File: src/drse_pkg.sv
`timescale 1ns / 1ps

package drse_pkg;

  // Defaults for the top-level parameters
  localparam int DEF_MAX_RULES   = 16;
  localparam int DEF_RELAY_COUNT = 4;

  // Fixed field widths
  localparam int MIN_W   = 11;
  localparam int RELAY_W = 3;
  localparam int RULE_W  = RELAY_W + 2 * MIN_W;
  localparam int DLY_W   = 12;

  localparam logic [MIN_W-1:0] DAY_MINUTES    = 11'd1440;
  localparam logic [DLY_W-1:0] NO_EVENT_DELAY = 12'd1441;

  // Operation codes
  localparam logic OP_LOAD = 1'b0;
  localparam logic OP_EVAL = 1'b1;

  // Relay modes
  localparam logic [1:0] MODE_MANUAL   = 2'd0;
  localparam logic [1:0] MODE_SCHEDULE = 2'd1;
  localparam logic [1:0] MODE_ASTRO    = 2'd2;

  // Relay status codes
  localparam logic [2:0] ST_FOLLOW  = 3'd0;
  localparam logic [2:0] ST_ON      = 3'd1;
  localparam logic [2:0] ST_OFF     = 3'd2;
  localparam logic [2:0] ST_NO_RULE = 3'd3;
  localparam logic [2:0] ST_PAUSED  = 3'd4;

  // Event kinds
  localparam logic [1:0] EV_NONE      = 2'd0;
  localparam logic [1:0] EV_TIME_BAD  = 2'd1;
  localparam logic [1:0] EV_NO_SCHED  = 2'd2;
  localparam logic [1:0] EV_FOUND     = 2'd3;

  typedef struct packed {
    logic             op;
    logic [3:0]       rule_index;
    logic [2:0]       rule_relay;
    logic [MIN_W-1:0] rule_on_minute;
    logic [MIN_W-1:0] rule_off_minute;
    logic             time_valid;
    logic [MIN_W-1:0] now_minute;
    logic [1:0]       mode_0;
    logic [1:0]       mode_1;
    logic [1:0]       mode_2;
    logic [1:0]       mode_3;
  } drse_in_t;

  typedef struct packed {
    logic [3:0]       drive_mask;
    logic [3:0]       level_mask;
    logic [2:0]       status_0;
    logic [2:0]       status_1;
    logic [2:0]       status_2;
    logic [2:0]       status_3;
    logic [1:0]       event_kind;
    logic [1:0]       event_relay;
    logic [MIN_W-1:0] event_minute;
    logic             event_turns_on;
  } drse_out_t;

  typedef struct packed {
    logic [RELAY_W-1:0] relay;
    logic [MIN_W-1:0]   on_min;
    logic [MIN_W-1:0]   off_min;
  } drse_rule_t;

  typedef struct packed {
    logic clear;
    logic step;
  } drse_acc_ctrl_t;

  typedef struct packed {
    logic [3:0]       applied;
    logic [3:0]       level;
    logic             found;
    logic [1:0]       ev_relay;
    logic [MIN_W-1:0] ev_minute;
    logic             ev_turns_on;
  } drse_acc_res_t;

endpackage

File: src/daily_relay_schedule_evaluator_core.sv
`timescale 1ns / 1ps

// Daily relay schedule evaluator.
// Input channel (in_valid/in_ready/in_data) carries load and evaluate
// transactions. A load writes one rule into the rule RAM in the accepting
// cycle and returns nothing. An evaluate walks the rules in use, one RAM read
// per cycle, and returns one result transaction on out_valid/out_ready/out_data.
// An evaluate latches the transaction, issues one read per rule in use (the
// rule count, saturated to MAX_RULES) through the registered RAM into the
// accumulator, then loads the result register; the walk is skipped when the
// time is invalid, the schedule is disabled or no rules are in use. One
// evaluate is in flight at a time, and the next transaction is taken in the
// cycle after the result register loads. A load keeps the block idle.
// The result sits in an output register: a new transaction is accepted while
// it waits. If the receiver stalls and another result is ready, the block
// holds it and stops accepting until the register frees.
// Configuration: APB-style port, schedule_enable at 0x0, rule_count at 0x4;
// write only while idle. Reset clears both registers and the control state;
// rule RAM contents are undefined until loaded.
module daily_relay_schedule_evaluator_core #(
  parameter int MAX_RULES   = drse_pkg::DEF_MAX_RULES,
  parameter int RELAY_COUNT = drse_pkg::DEF_RELAY_COUNT
) (
  input  logic                clk,
  input  logic                rst_n,
  input  logic                in_valid,
  output logic                in_ready,
  input  drse_pkg::drse_in_t  in_data,
  output logic                out_valid,
  input  logic                out_ready,
  output drse_pkg::drse_out_t out_data,
  input  logic                psel,
  input  logic                penable,
  input  logic                pwrite,
  input  logic [2:0]          paddr,
  input  logic [31:0]         pwdata,
  output logic [31:0]         prdata,
  output logic                pready
);

  import drse_pkg::*;

  localparam int AW    = (MAX_RULES > 1) ? $clog2(MAX_RULES) : 1;
  localparam int CNT_W = ($clog2(MAX_RULES + 1) > 5) ? $clog2(MAX_RULES + 1) : 5;

  localparam logic REG_ENABLE = 1'b0;
  localparam logic REG_COUNT  = 1'b1;

  localparam logic [1:0] S_IDLE = 2'd0;
  localparam logic [1:0] S_WALK = 2'd1;
  localparam logic [1:0] S_DONE = 2'd2;

  // Configuration registers
  logic       enable_r;
  logic [4:0] rule_count_r;
  logic       cfg_wr;

  assign pready = 1'b1;
  assign cfg_wr = psel && penable && pwrite;

  always_ff @(posedge clk) begin
    if (!rst_n) begin
      enable_r     <= 1'b0;
      rule_count_r <= '0;
    end else if (cfg_wr) begin
      case (paddr[2])
        REG_ENABLE: enable_r     <= pwdata[0];
        REG_COUNT:  rule_count_r <= pwdata[4:0];
        default:    enable_r     <= enable_r;
      endcase
    end
  end

  always_comb begin
    case (paddr[2])
      REG_ENABLE: prdata = {31'd0, enable_r};
      REG_COUNT:  prdata = {27'd0, rule_count_r};
      default:    prdata = '0;
    endcase
  end

  // Control state
  logic [1:0]       state_r, state_nxt;
  logic [CNT_W-1:0] rd_cnt_r, rd_cnt_nxt;
  logic [CNT_W-1:0] cnt_r, cnt_nxt;
  logic             rd_pend_r, rd_pend_nxt;
  logic             out_valid_r, out_valid_nxt;
  drse_in_t         item_r, item_nxt;
  drse_out_t        out_r, out_nxt;

  logic             in_acc;
  logic             load_we;
  logic [CNT_W-1:0] count_eff;
  logic             skip_walk;
  logic             out_free;
  logic             issue;
  drse_acc_ctrl_t   acc_ctrl;
  drse_acc_res_t    acc_res;
  drse_rule_t       rd_rule;
  logic [3:0][1:0]  modes;

  assign in_ready  = (state_r == S_IDLE);
  assign in_acc    = in_valid && in_ready;
  assign out_free  = !out_valid_r || out_ready;
  assign count_eff = (CNT_W'(rule_count_r) > CNT_W'(MAX_RULES)) ?
                     CNT_W'(MAX_RULES) : CNT_W'(rule_count_r);
  assign skip_walk = !in_data.time_valid || !enable_r || (count_eff == '0);
  assign load_we   = in_acc && (in_data.op == OP_LOAD) &&
                     (32'(in_data.rule_index) < MAX_RULES);
  assign issue     = (state_r == S_WALK) && (rd_cnt_r != cnt_r);

  assign modes = {item_r.mode_3, item_r.mode_2, item_r.mode_1, item_r.mode_0};

  drse_ram #(
    .WIDTH (RULE_W),
    .DEPTH (MAX_RULES),
    .AW    (AW)
  ) u_rule_ram (
    .clk   (clk),
    .we    (load_we),
    .waddr (AW'(in_data.rule_index)),
    .wdata ({in_data.rule_relay, in_data.rule_on_minute, in_data.rule_off_minute}),
    .raddr (rd_cnt_r[AW-1:0]),
    .rdata (rd_rule)
  );

  assign acc_ctrl.clear = in_acc && (in_data.op == OP_EVAL);
  assign acc_ctrl.step  = rd_pend_r;

  drse_acc #(
    .RELAY_COUNT (RELAY_COUNT)
  ) u_acc (
    .clk   (clk),
    .ctrl  (acc_ctrl),
    .rule  (rd_rule),
    .now   (item_r.now_minute),
    .modes (modes),
    .res   (acc_res)
  );

  // Result assembly from the latched transaction and the accumulator
  logic [3:0][2:0] st;
  logic [1:0]      kind;

  always_comb begin
    st   = '0;
    kind = EV_NONE;
    if (!item_r.time_valid) begin
      kind = EV_TIME_BAD;
      for (int i = 0; i < 4; i++) begin
        if (i < RELAY_COUNT &&
            (modes[i] == MODE_SCHEDULE || modes[i] == MODE_ASTRO)) begin
          st[i] = ST_PAUSED;
        end
      end
    end else if (!enable_r || (cnt_r == '0)) begin
      kind = EV_NO_SCHED;
    end else begin
      kind = acc_res.found ? EV_FOUND : EV_NONE;
      for (int i = 0; i < 4; i++) begin
        if (i < RELAY_COUNT && modes[i] == MODE_SCHEDULE) begin
          if (!acc_res.applied[i]) begin
            st[i] = ST_NO_RULE;
          end else begin
            st[i] = acc_res.level[i] ? ST_ON : ST_OFF;
          end
        end
      end
    end
  end

  always_comb begin
    state_nxt     = state_r;
    rd_cnt_nxt    = rd_cnt_r;
    cnt_nxt       = cnt_r;
    rd_pend_nxt   = issue;
    out_valid_nxt = out_valid_r && !out_ready;
    item_nxt      = item_r;
    out_nxt       = out_r;
    case (state_r)
      S_IDLE: begin
        if (in_acc && in_data.op == OP_EVAL) begin
          item_nxt   = in_data;
          cnt_nxt    = count_eff;
          rd_cnt_nxt = '0;
          state_nxt  = skip_walk ? S_DONE : S_WALK;
        end
      end
      S_WALK: begin
        if (issue) begin
          rd_cnt_nxt = rd_cnt_r + 1'b1;
        end else if (!rd_pend_r) begin
          state_nxt = S_DONE;
        end
      end
      S_DONE: begin
        if (out_free) begin
          out_nxt.drive_mask     = (kind == EV_FOUND || kind == EV_NONE) ?
                                   acc_res.applied : 4'd0;
          out_nxt.level_mask     = (kind == EV_FOUND || kind == EV_NONE) ?
                                   (acc_res.applied & acc_res.level) : 4'd0;
          out_nxt.status_0       = st[0];
          out_nxt.status_1       = st[1];
          out_nxt.status_2       = st[2];
          out_nxt.status_3       = st[3];
          out_nxt.event_kind     = kind;
          out_nxt.event_relay    = (kind == EV_FOUND) ? acc_res.ev_relay : 2'd0;
          out_nxt.event_minute   = (kind == EV_FOUND) ? acc_res.ev_minute : '0;
          out_nxt.event_turns_on = (kind == EV_FOUND) && acc_res.ev_turns_on;
          out_valid_nxt          = 1'b1;
          state_nxt              = S_IDLE;
        end
      end
      default: state_nxt = S_IDLE;
    endcase
  end

  always_ff @(posedge clk) begin
    if (!rst_n) begin
      state_r     <= S_IDLE;
      rd_cnt_r    <= '0;
      cnt_r       <= '0;
      rd_pend_r   <= 1'b0;
      out_valid_r <= 1'b0;
    end else begin
      state_r     <= state_nxt;
      rd_cnt_r    <= rd_cnt_nxt;
      cnt_r       <= cnt_nxt;
      rd_pend_r   <= rd_pend_nxt;
      out_valid_r <= out_valid_nxt;
    end
  end

  always_ff @(posedge clk) begin
    item_r <= item_nxt;
    out_r  <= out_nxt;
  end

  assign out_valid = out_valid_r;
  assign out_data  = out_r;

endmodule

File: src/drse_ram.sv
`timescale 1ns / 1ps

module drse_ram #(
  parameter int WIDTH = 8,
  parameter int DEPTH = 16,
  parameter int AW    = (DEPTH > 1) ? $clog2(DEPTH) : 1
) (
  input  logic             clk,
  input  logic             we,
  input  logic [AW-1:0]    waddr,
  input  logic [WIDTH-1:0] wdata,
  input  logic [AW-1:0]    raddr,
  output logic [WIDTH-1:0] rdata
);

  logic [WIDTH-1:0] mem [DEPTH];
  logic [WIDTH-1:0] rdata_r;

  always_ff @(posedge clk) begin
    if (we) begin
      mem[waddr] <= wdata;
    end
    rdata_r <= mem[raddr];
  end

  assign rdata = rdata_r;

endmodule

File: src/drse_acc.sv
`timescale 1ns / 1ps

module drse_acc #(
  parameter int RELAY_COUNT = drse_pkg::DEF_RELAY_COUNT
) (
  input  logic                     clk,
  input  drse_pkg::drse_acc_ctrl_t ctrl,
  input  drse_pkg::drse_rule_t     rule,
  input  logic [10:0]              now,
  input  logic [3:0][1:0]          modes,
  output drse_pkg::drse_acc_res_t  res
);

  import drse_pkg::*;

  logic [3:0]       applied_r, applied_nxt;
  logic [3:0]       level_r, level_nxt;
  logic             found_r, found_nxt;
  logic [1:0]       ev_relay_r, ev_relay_nxt;
  logic [MIN_W-1:0] ev_min_r, ev_min_nxt;
  logic             ev_on_r, ev_on_nxt;
  logic [DLY_W-1:0] best_r, best_nxt;

  logic              use_rule;
  logic              on;
  logic [MIN_W-1:0]  target;
  logic signed [12:0] delta;
  logic [DLY_W-1:0]  adj;
  logic              take;
  logic [1:0]        rel;

  always_comb begin
    rel      = rule.relay[1:0];
    use_rule = (32'(rule.relay) < RELAY_COUNT) && (modes[rel] == MODE_SCHEDULE);
    if (rule.on_min < rule.off_min) begin
      on = (now >= rule.on_min) && (now < rule.off_min);
    end else begin
      on = (now >= rule.on_min) || (now < rule.off_min);
    end
    target = on ? rule.off_min : rule.on_min;
    // wrap past midnight when the target lies before now
    if (target >= now) begin
      delta = $signed({2'b00, target}) - $signed({2'b00, now});
    end else begin
      delta = $signed({2'b00, DAY_MINUTES}) - $signed({2'b00, now})
              + $signed({2'b00, target});
    end
    adj  = (delta == 13'sd0) ? {1'b0, DAY_MINUTES} : delta[DLY_W-1:0];
    take = use_rule && !delta[12] && (adj < best_r);
  end

  always_comb begin
    applied_nxt  = applied_r;
    level_nxt    = level_r;
    found_nxt    = found_r;
    ev_relay_nxt = ev_relay_r;
    ev_min_nxt   = ev_min_r;
    ev_on_nxt    = ev_on_r;
    best_nxt     = best_r;
    if (ctrl.clear) begin
      applied_nxt = '0;
      level_nxt   = '0;
      found_nxt   = 1'b0;
      best_nxt    = NO_EVENT_DELAY;
    end else if (ctrl.step && use_rule) begin
      applied_nxt[rel] = 1'b1;
      level_nxt[rel]   = on;   // last rule on a relay wins
      if (take) begin
        best_nxt     = adj;
        found_nxt    = 1'b1;
        ev_relay_nxt = rel;
        ev_min_nxt   = target;
        ev_on_nxt    = !on;
      end
    end
  end

  always_ff @(posedge clk) begin
    applied_r  <= applied_nxt;
    level_r    <= level_nxt;
    found_r    <= found_nxt;
    ev_relay_r <= ev_relay_nxt;
    ev_min_r   <= ev_min_nxt;
    ev_on_r    <= ev_on_nxt;
    best_r     <= best_nxt;
  end

  always_comb begin
    res.applied     = applied_r;
    res.level       = level_r;
    res.found       = found_r;
    res.ev_relay    = ev_relay_r;
    res.ev_minute   = ev_min_r;
    res.ev_turns_on = ev_on_r;
  end

endmodule
File: config.mk
export PLATFORM = sky130hd
export DESIGN_NAME = daily_relay_schedule_evaluator_core
export DESIGN_NICKNAME = d
export VERILOG_FILES = /design/src/drse_pkg.sv /design/src/daily_relay_schedule_evaluator_core.sv /design/src/drse_ram.sv /design/src/drse_acc.sv
export SDC_FILE = /design/constraint.sdc
export NUM_CORES = 1
export LEC_CHECK = 0
export BUFFER_PORTS_ARGS = -buffer_cell sky130_fd_sc_hd__buf_2
export CORE_ASPECT_RATIO = 1.5
export CORE_MARGIN = 2
export CORE_UTILIZATION = 30
export CTS_BUF_LIST = sky130_fd_sc_hd__clkbuf_2
export DETAILED_ROUTE_END_ITERATION = 8
export PLACE_DENSITY = 0.45
export SLEW_MARGIN = 20
export SYNTH_ARGS = -nofsm -noshare
export SYNTH_HDL_FRONTEND = slang
export SYNTH_SLANG_ARGS = --single-unit
File: constraint.sdc
create_clock -name clk -period 10.3 [get_ports clk]
set_input_delay 0 -clock clk [delete_from_list [all_inputs] [get_ports clk]]
set_output_delay 0 -clock clk [all_outputs]
set_load 0.005 [all_outputs]
==> results of run 1 <==
## final cells by class
cell class              instances  area (µm²)
inverters                      67         251
flip-flops and latches        536       15400
multi-input cells             671        6810
diodes                          4        10.0
well taps                    1000        1250
fillers                      7180       47700
clock inverters                28         168
repair buffers                290        2310
clock buffers                 200        1000
## cell usage after synthesis (3+ instances only)
cell type	count
xnor2_1	19
nor3_1	20
buf_1	13
nand2_1	37
edfxtp_1	470
mux4_2	125
mux2i_1	31
nand4_1	7
and3_1	5
o21a_1	15
a21o_1	15
or2_2	4
o211ai_1	4
or4_1	6
a21oi_1	37
a21boi_0	7
nand4b_1	3
a41oi_1	5
o21ai_0	29
nor2_1	63
clkbuf_1	27
nor2b_1	17
xor2_1	12
nand2b_1	9
a311oi_1	4
a31oi_1	8
inv_1	66
dfxtp_1	66
buf_4	29
mux2_2	5
ha_1	72
nand3b_1	8
and2_1	26
a2111oi_0	5
nand3_1	9
## metrics by stage
step	util, %	cells	hold slack [ns]
floorplan	-	1346	0.0989
global placement	32.7	2405	0.180
detailed placement	32.7	2405	0.179
CTS	36.3	2792	0.0293
global route	36.4	2795	0.0964
finish	36.4	2796	0.225
## worst min-delay path by stage
stage | slack, ns | end | start | cells past startpoint
2_1_floorplan | 0.1 | item_r[0]$_DFFE_PP_ | in_data[0] | 0
3_3_place_gp | 0.18 | item_r[10]$_DFFE_PP_ | in_data[10] | 1
3_5_place_dp | 0.18 | item_r[3]$_DFFE_PP_ | in_data[3] | 1
4_1_cts | 0.03 | enable_r$_SDFFE_PN0P_ | penable | 7
5_1_grt | 0.1 | out_valid$_SDFF_PN0_ | out_ready | 5
6_report | 0.22 | out_valid$_SDFF_PN0_ | out_ready | 5
## sequential cells by signal, summed over array words and instances, names as in the netlist, 2 cells and up
| name | flops |
|---|---|
| u_acc.applied_r | 4 |
| cnt_r | 5 |
| rule_count_r | 5 |
| rd_cnt_r | 5 |
| u_acc.ev_relay_r | 2 |
| state_r | 2 |
| u_acc.best_r | 12 |
| u_rule_ram.rdata | 25 |
| u_rule_ram.mem | 400 |
| u_acc.ev_min_r | 11 |
| item_r | 20 |
| out_data | 36 |
| u_acc.level_r | 4 |
## worst min-delay path, stage by stage
cell           delay [ns]
dlygate4sd3_1        0.52
buf_2                0.09
dlygate4sd3_1        0.52
nand2b_1             0.18
a21boi_0             0.11
## power by group through the flow
stage	logic [mW]	registers (mW)	clock network, mW
4_1_cts	0.272	2.39	1.49
6_report	0.268	2.39	1.41
3_5_place_dp	0.225	2.43	0
5_1_grt	0.298	2.39	1.59
3_3_place_gp	0.222	2.43	0
2_1_floorplan	0.141	2.43	0
## routing by layer
layer	vias up	global-route usage [%]	routed length [µm]
li1	5991	-	-
met1	6594	15.8	22000
met2	284	29.1	32200
met3	108	3.60	2140
met4	0	5.65	1530
met5	-	0	0
## repair_timing
action	4_1_cts	5_1_grt
setup endpoints to repair	0	0
endpoints found under the hold margin	931	0
hold buffers	159	0
buffers inserted	0	0
## kinds of logic (layout without fill, tap and decap cells)
family                     count (synthesis)  count (layout)  synth area share [%]
xor gates and xnor gates                  31              31                  1.20
adders and majority gates                 75              75                  4.20
other                                      2              32                0.0331
muxes                                    161             161                  14.0
DFF                                      536             536                  68.1
AOI/OAI and AO/OA                        152             152                  4.47
and+or+nand+nor                          224             224                  5.14
buffers and inverters                    139             585                  2.80
==> summary.txt, run 1 <==
Place
  • Dpl cell area: 0.0245 mm²
  • RePlAce Congestion: 0.812
  • DP HPWL: 34200 µm
  • Port-buffer cells: 105
  • Setup slack at placement: 1.99 ns

Timing
  • Part of the cycle the worst path needs: 80.1%
  • Worst slew pin tran: 0.988 ns
  • Final hold violations: 0
  • Slew HR: 34.0%
  • Unrepaired setup endpoints after global routing: false
  • Setup TNS: 0 ns
  • Final min period: 8.25 ns
  • Max Slew Vio Count: 0
  • Clock skew: 0.0663 ns
  • Achievable frequency: 121 MHz
  • Final setup violation count: 0
  • Final WS setup: 2.05 ns

Power and ir drop
  • Combinational power share: 6.6%
  • Switching pwr: 1.01 mW
  • Internal power: 3.06 mW
  • Flop pwr share: 58.7%
  • P_leak: 9.59 nW
  • Sw Share: 24.8%
  • PwrDens: 149 mW/mm²
  • Clock share of power: 34.7%
  • Total power: 4.06 mW
  • VDD IR-drop max: 0.0000885 V

Layout
  • Final nets: 1865
  • Share of cells above drive strength 1: 28.1%
  • Most frequent cells in the layout: 470 x edfxtp_1, 200 x clkbuf_2, 159 x dlygate4sd3_1
  • Design Area, Final: 0.0272 mm²
  • Most common cell after layout, fill and taps aside: edfxtp_1
  • Area Overhead vs Synth: 20.3%

Floorplan
  • Die X: 228 µm
  • Die height: 341 µm
  • Row cnt: 123
  • Die area: 0.0778 mm²
  • Core Box Area: 0.0749 mm²
  • Initial Utilization: 30.2%
  • # IOs: 163

Clock network
  • Clock Sinks: 536
  • Max Buffers Root-to-Sink: 3
  • Clock root buffer: clkbuf_2
  • Num CTS Buffers: 133
  • Clk slew on worst S/H paths: 0.10 ns
  • Clk Latency, worst-skew pair: 1.26 ns
  • CTS tree: built
  • CTS H-tree depth: 4
  • Post-cts resize count: 0

Route
  • TritonRoute pass-1 iters: 4
  • Iter 0 DRT Violations: 655
  • Vias per Instance: 4.64
  • WL per Instance: 20.7 µm
  • Final antenna-violating net count: 0
  • Vias after detailed routing: 13000
  • Post-Route WL: 57800 µm
  • Residual DRC count: 0

Setup path
  • CP max-delay cell: a2111oi_0
  • Critical path startpoint: item_r[8]$_DFFE_PP_
  • Setup crit end: u_acc.ev_on_r$_DFFE_PP_
  • WP buf/inv: 2
  • Cell mode on critical path: ha_1
  • Crit path required time: 11.17 ns
  • R2R cell count: 27
  • CP delay by family, top: compound AO/OA/AOI/OAI gates
  • Crit path depth: 27
  • Crit start category: flop
  • CP Max Fanout: 14
  • Worst Setup Path Type: flop to flop
  • Worst endpoint data arrival time: 9.12 ns
  • CP Capture Type: flop
  • Worst R2R Start: item_r[8]$_DFFE_PP_
  • Crit-path max cell delay: 0.65 ns
  • Worst r2r dst: u_acc.ev_on_r$_DFFE_PP_
  • Worst R2R Setup Slack: 2.05 ns

Yosys
  • Mapped Area: 0.0227 mm²
  • Syn Area/Cell: 17.2 µm²
  • Synth Flop Type: edfxtp_1
  • Ranking of synthesized cells by area: edfxtp_1 62%, mux4_2 12%, dfxtp_1 5.8%
  • Number of enable flip-flop cells after synthesis: 470
  • Post-synth ARST share: 0%
  • Synthesized instance count: 1320
  • Sequential area share after synthesis: 68.1%
  • Synth warnings: 0
  • Top cell type's share of synthesized area: 62.3%
  • Netlist cell types: 65
  • Area leader, netlist: edfxtp_1
  • Register bit count reported by yosys: 536

Global route
  • First-pass GRT wire length: 86000 µm
  • Initial antenna violation count: 2
  • Total congestion overflow: 0
  • Vias in the first global route: 14100
  • Global Route Usage Sum: 15.1%
  • Largest net degree at the start of global routing: 54

Worst hold path
  • Hold Path Class: input pin to flop

Outcome
  • Outcome: finished clean

Flow run
  • Number of max-cap violations: 0
Note: power is estimated with default switching activity, not from simulation.
==> run 2, diff against run 1 <==
ABC_AREA = 1   (was default)
PLACE_DENSITY = 0.47   (was 0.45)
clock period = 6.64 ns   (was 10.3 ns; I/O delays follow)
==> summary.txt, run 2 <==
Yosys
  • Area leader, netlist: edfxtp_1
  • Synth Flop Type: edfxtp_1
  • Count leader, synth: edfxtp_1
  • Post-Synth XOR/XNOR Area: 0.674%
  • Ranking of synthesized cells by area: edfxtp_1 60%, dfxtp_1 5.6%, o21ai_0 4.9%
  • Synthesized instance count: 2099
  • Top cell type's share of synthesized area: 60.3%
  • Netlist cell types: 49
  • Register bit count reported by yosys: 536
  • Syn Area/Cell: 11.1 µm²
  • Post-synthesis mux area share: 0%
  • Commonest cells post-synth: 470 x edfxtp_1, 284 x nand2_1, 277 x nor2_1
  • Sequential area share after synthesis: 66.0%
  • Largest family of logic cells by synthesized area: simple AND/OR/NAND/NOR gates
  • Post-synth ARST share: 0%
  • Post-synthesis adder-cell area fraction: 4.02%
  • Synth warnings: 0
  • Mapped Area: 0.0234 mm²
  • Number of enable flip-flop cells after synthesis: 470
  • Synth Area in Compound Gates: 10.9%
  • Simple-Gate Fraction of Synth Area: 12.8%

Power and ir drop
  • VDD IR-drop max: 0.000324 V
  • Clock share of power: 19.5%
  • Switching pwr: 4.98 mW
  • Flop pwr share: 35.4%
  • Internal power: 6.70 mW
  • PwrDens: 415 mW/mm²
  • P_leak: 10.9 nW
  • Sw Share: 42.6%
  • Combinational power share: 45.1%

Clock network
  • Clock root buffer: clkbuf_2
  • Clk Latency, worst-skew pair: 1.29 ns
  • Buffer count from post-CTS setup fixing: 0
  • CTS tree: built
  • Max Buffers Root-to-Sink: 3
  • Clock Sinks: 536
  • Clk slew on worst S/H paths: 0.12 ns
  • Hold Buf Count CTS: 161
  • Post-cts resize count: 0
  • Num CTS Buffers: 132
  • CTS H-tree depth: 4

Global route
  • Vias in the first global route: 17300
  • First-pass GRT wire length: 102000 µm
  • Largest net degree at the start of global routing: 149
  • Initial antenna violation count: 6
  • Total congestion overflow: 0
  • Global Route Usage Sum: 17.0%

Worst hold path
  • Hold Path Class: input pin to flop

Timing
  • Clock skew: 0.0941 ns
  • Hold_ws: 0.236 ns
  • Setup TNS: 0 ns
  • Unrepaired setup endpoints after global routing: false
  • Part of the cycle the worst path needs: 87.9%
  • Worst slew pin tran: 0.992 ns
  • Final hold violations: 0
  • Achievable frequency: 171 MHz
  • Slew HR: 33.9%
  • Final setup violation count: 0
  • Final min period: 5.84 ns
  • Max Slew Vio Count: 0

Setup path
  • CP max-delay cell: dfxtp_1
  • Crit-path max cell delay: 0.50 ns
  • Cell mode on critical path: nand2_1
  • Worst Setup Path Type: flop to flop
  • Crit start category: flop
  • Worst endpoint data arrival time: 6.99 ns
  • CP Max Fanout: 26
  • CP Capture Type: flop
  • Crit path required time: 7.79 ns

Route
  • TritonRoute pass-1 iters: 5
  • Iter 0 DRT Violations: 1198
  • Vias per Instance: 4.81
  • Final antenna-violating net count: 0
  • Vias after detailed routing: 17200
  • Post-Route WL: 67600 µm
  • Residual DRC count: 0
  • WL per Instance: 18.9 µm

Layout
  • Area Overhead vs Synth: 20.5%
  • Design Area, Final: 0.0282 mm²
  • FF+latch area: 0.0154 mm²
  • Share of cells above drive strength 1: 16.3%
  • Max FFs per register: 400
  • Most common cell after layout, fill and taps aside: edfxtp_1
  • # fillers: 7751
  • Largest Register: u_rule_ram.mem
  • Final nets: 2619
  • Most frequent cells in the layout: 470 x edfxtp_1, 284 x nand2_1, 260 x nor2_1
  • Area of the multi-input gates: 0.00688 mm²

Floorplan
  • # IOs: 163
  • Die X: 232 µm
  • Die area: 0.0803 mm²
  • Initial Utilization: 30.3%
  • Row cnt: 125
  • Die height: 346 µm
  • Core Box Area: 0.0773 mm²

Flow run
  • Number of max-cap violations: 0

Place
  • DP HPWL: 40600 µm
  • Port-buffer cells: 105
  • RePlAce Congestion: 0.884
  • Dpl cell area: 0.0253 mm²

Outcome
  • Outcome: finished clean
-- run 2: cell types whose count changed in the layout (fill, tap and decap cells not counted), sizes merged, moves of 25 or more --
cell / change
nand2: +262
a21oi: +31
mux4: -125
nor2: +219
o221ai: +38
inv: +124
o21ai: +202
nand3: +90
o22ai: +59
and2: -25
mux2i: -31
-- run 2: metal layers --
| layer | vias to the layer above | routed length, µm | track usage, % |
|---|---|---|---|
| li1 | 8164 | - | - |
| met1 | 8385 | 26500 | 19.1 |
| met2 | 517 | 35500 | 30.5 |
| met3 | 125 | 3700 | 4.07 |
| met4 | 4 | 1820 | 6.58 |
| met5 | - | 27 | 0 |
-- run 2: critical path, delay by kind of cell (launching register included) --
| family | cells | cell delay [ns] |
|---|---|---|
| simple gates | 22 | 2.67 |
| flops | 1 | 0.50 |
| compound gates | 5 | 0.97 |
| fa+ha+maj | 3 | 0.92 |
| buf+inv | 4 | 0.66 |
-- run 2: path summary, 6_finish.rpt --
kind / from / endpoint / slack (ns) / cells past startpoint
min: in_data[48] / u_rule_ram.mem[5][10]$_DFFE_PP_ / 0.24 / 6
min reg2reg: u_acc.best_r[3]$_SDFFE_PP0P_ / u_acc.best_r[3]$_SDFFE_PP0P_ / 0.47 / 2
max: u_rule_ram.rdata[16]$_DFF_P_ / u_acc.best_r[6]$_SDFFE_PP0P_ / 0.80 / 34
max reg2reg: u_rule_ram.rdata[16]$_DFF_P_ / u_acc.best_r[6]$_SDFFE_PP0P_ / 0.80 / 34
-- run 2: final cells by class --
cell class	count	area share, %
Tap cell	1016	4.51
Clock buffer	196	3.48
Clock inverter	40	0.959
Timing Repair Buffer	309	9.19
Inverter	197	2.63
Antenna cell	6	0.0533
Sequential cell	536	54.8
Multi-Input combinational cell	1277	24.4
-- run 2: through the flow --
stage	total power [mW]	util, %	setup WS, ns	instances
after CTS	11.9	36.4	0.760	3570
after global placement	9.41	32.6	0.731	3169
after floorplan	7.71	-	1.16	2125
after detailed placement	9.46	32.7	0.786	3173
final	11.7	36.5	0.803	3577
after global routing	12.7	36.5	0.214	3576
-- run 2: kinds of logic (layout without fill, tap and decap cells) --
| kind of cell | after synthesis | count (layout) |
|---|---|---|
| buffers and inverters | 312 | 742 |
| adder cells (fa/ha/maj) | 74 | 74 |
| flip-flops | 536 | 536 |
| AND/OR/NAND/NOR | 718 | 718 |
| other | 2 | 34 |
| AO/OA/AOI/OAI | 439 | 439 |
| XOR/XNOR | 18 | 18 |
-- run 2: power groups by stage --
stage          logic (mW)  registers, mW  clock network (mW)
2_1_floorplan        3.62           4.09                   0
3_3_place_gp         5.19           4.22                   0
3_5_place_dp         5.23           4.22                   0
4_1_cts              5.34           4.15                2.38
5_1_grt              5.99           4.16                2.54
6_report             5.27           4.14                2.28
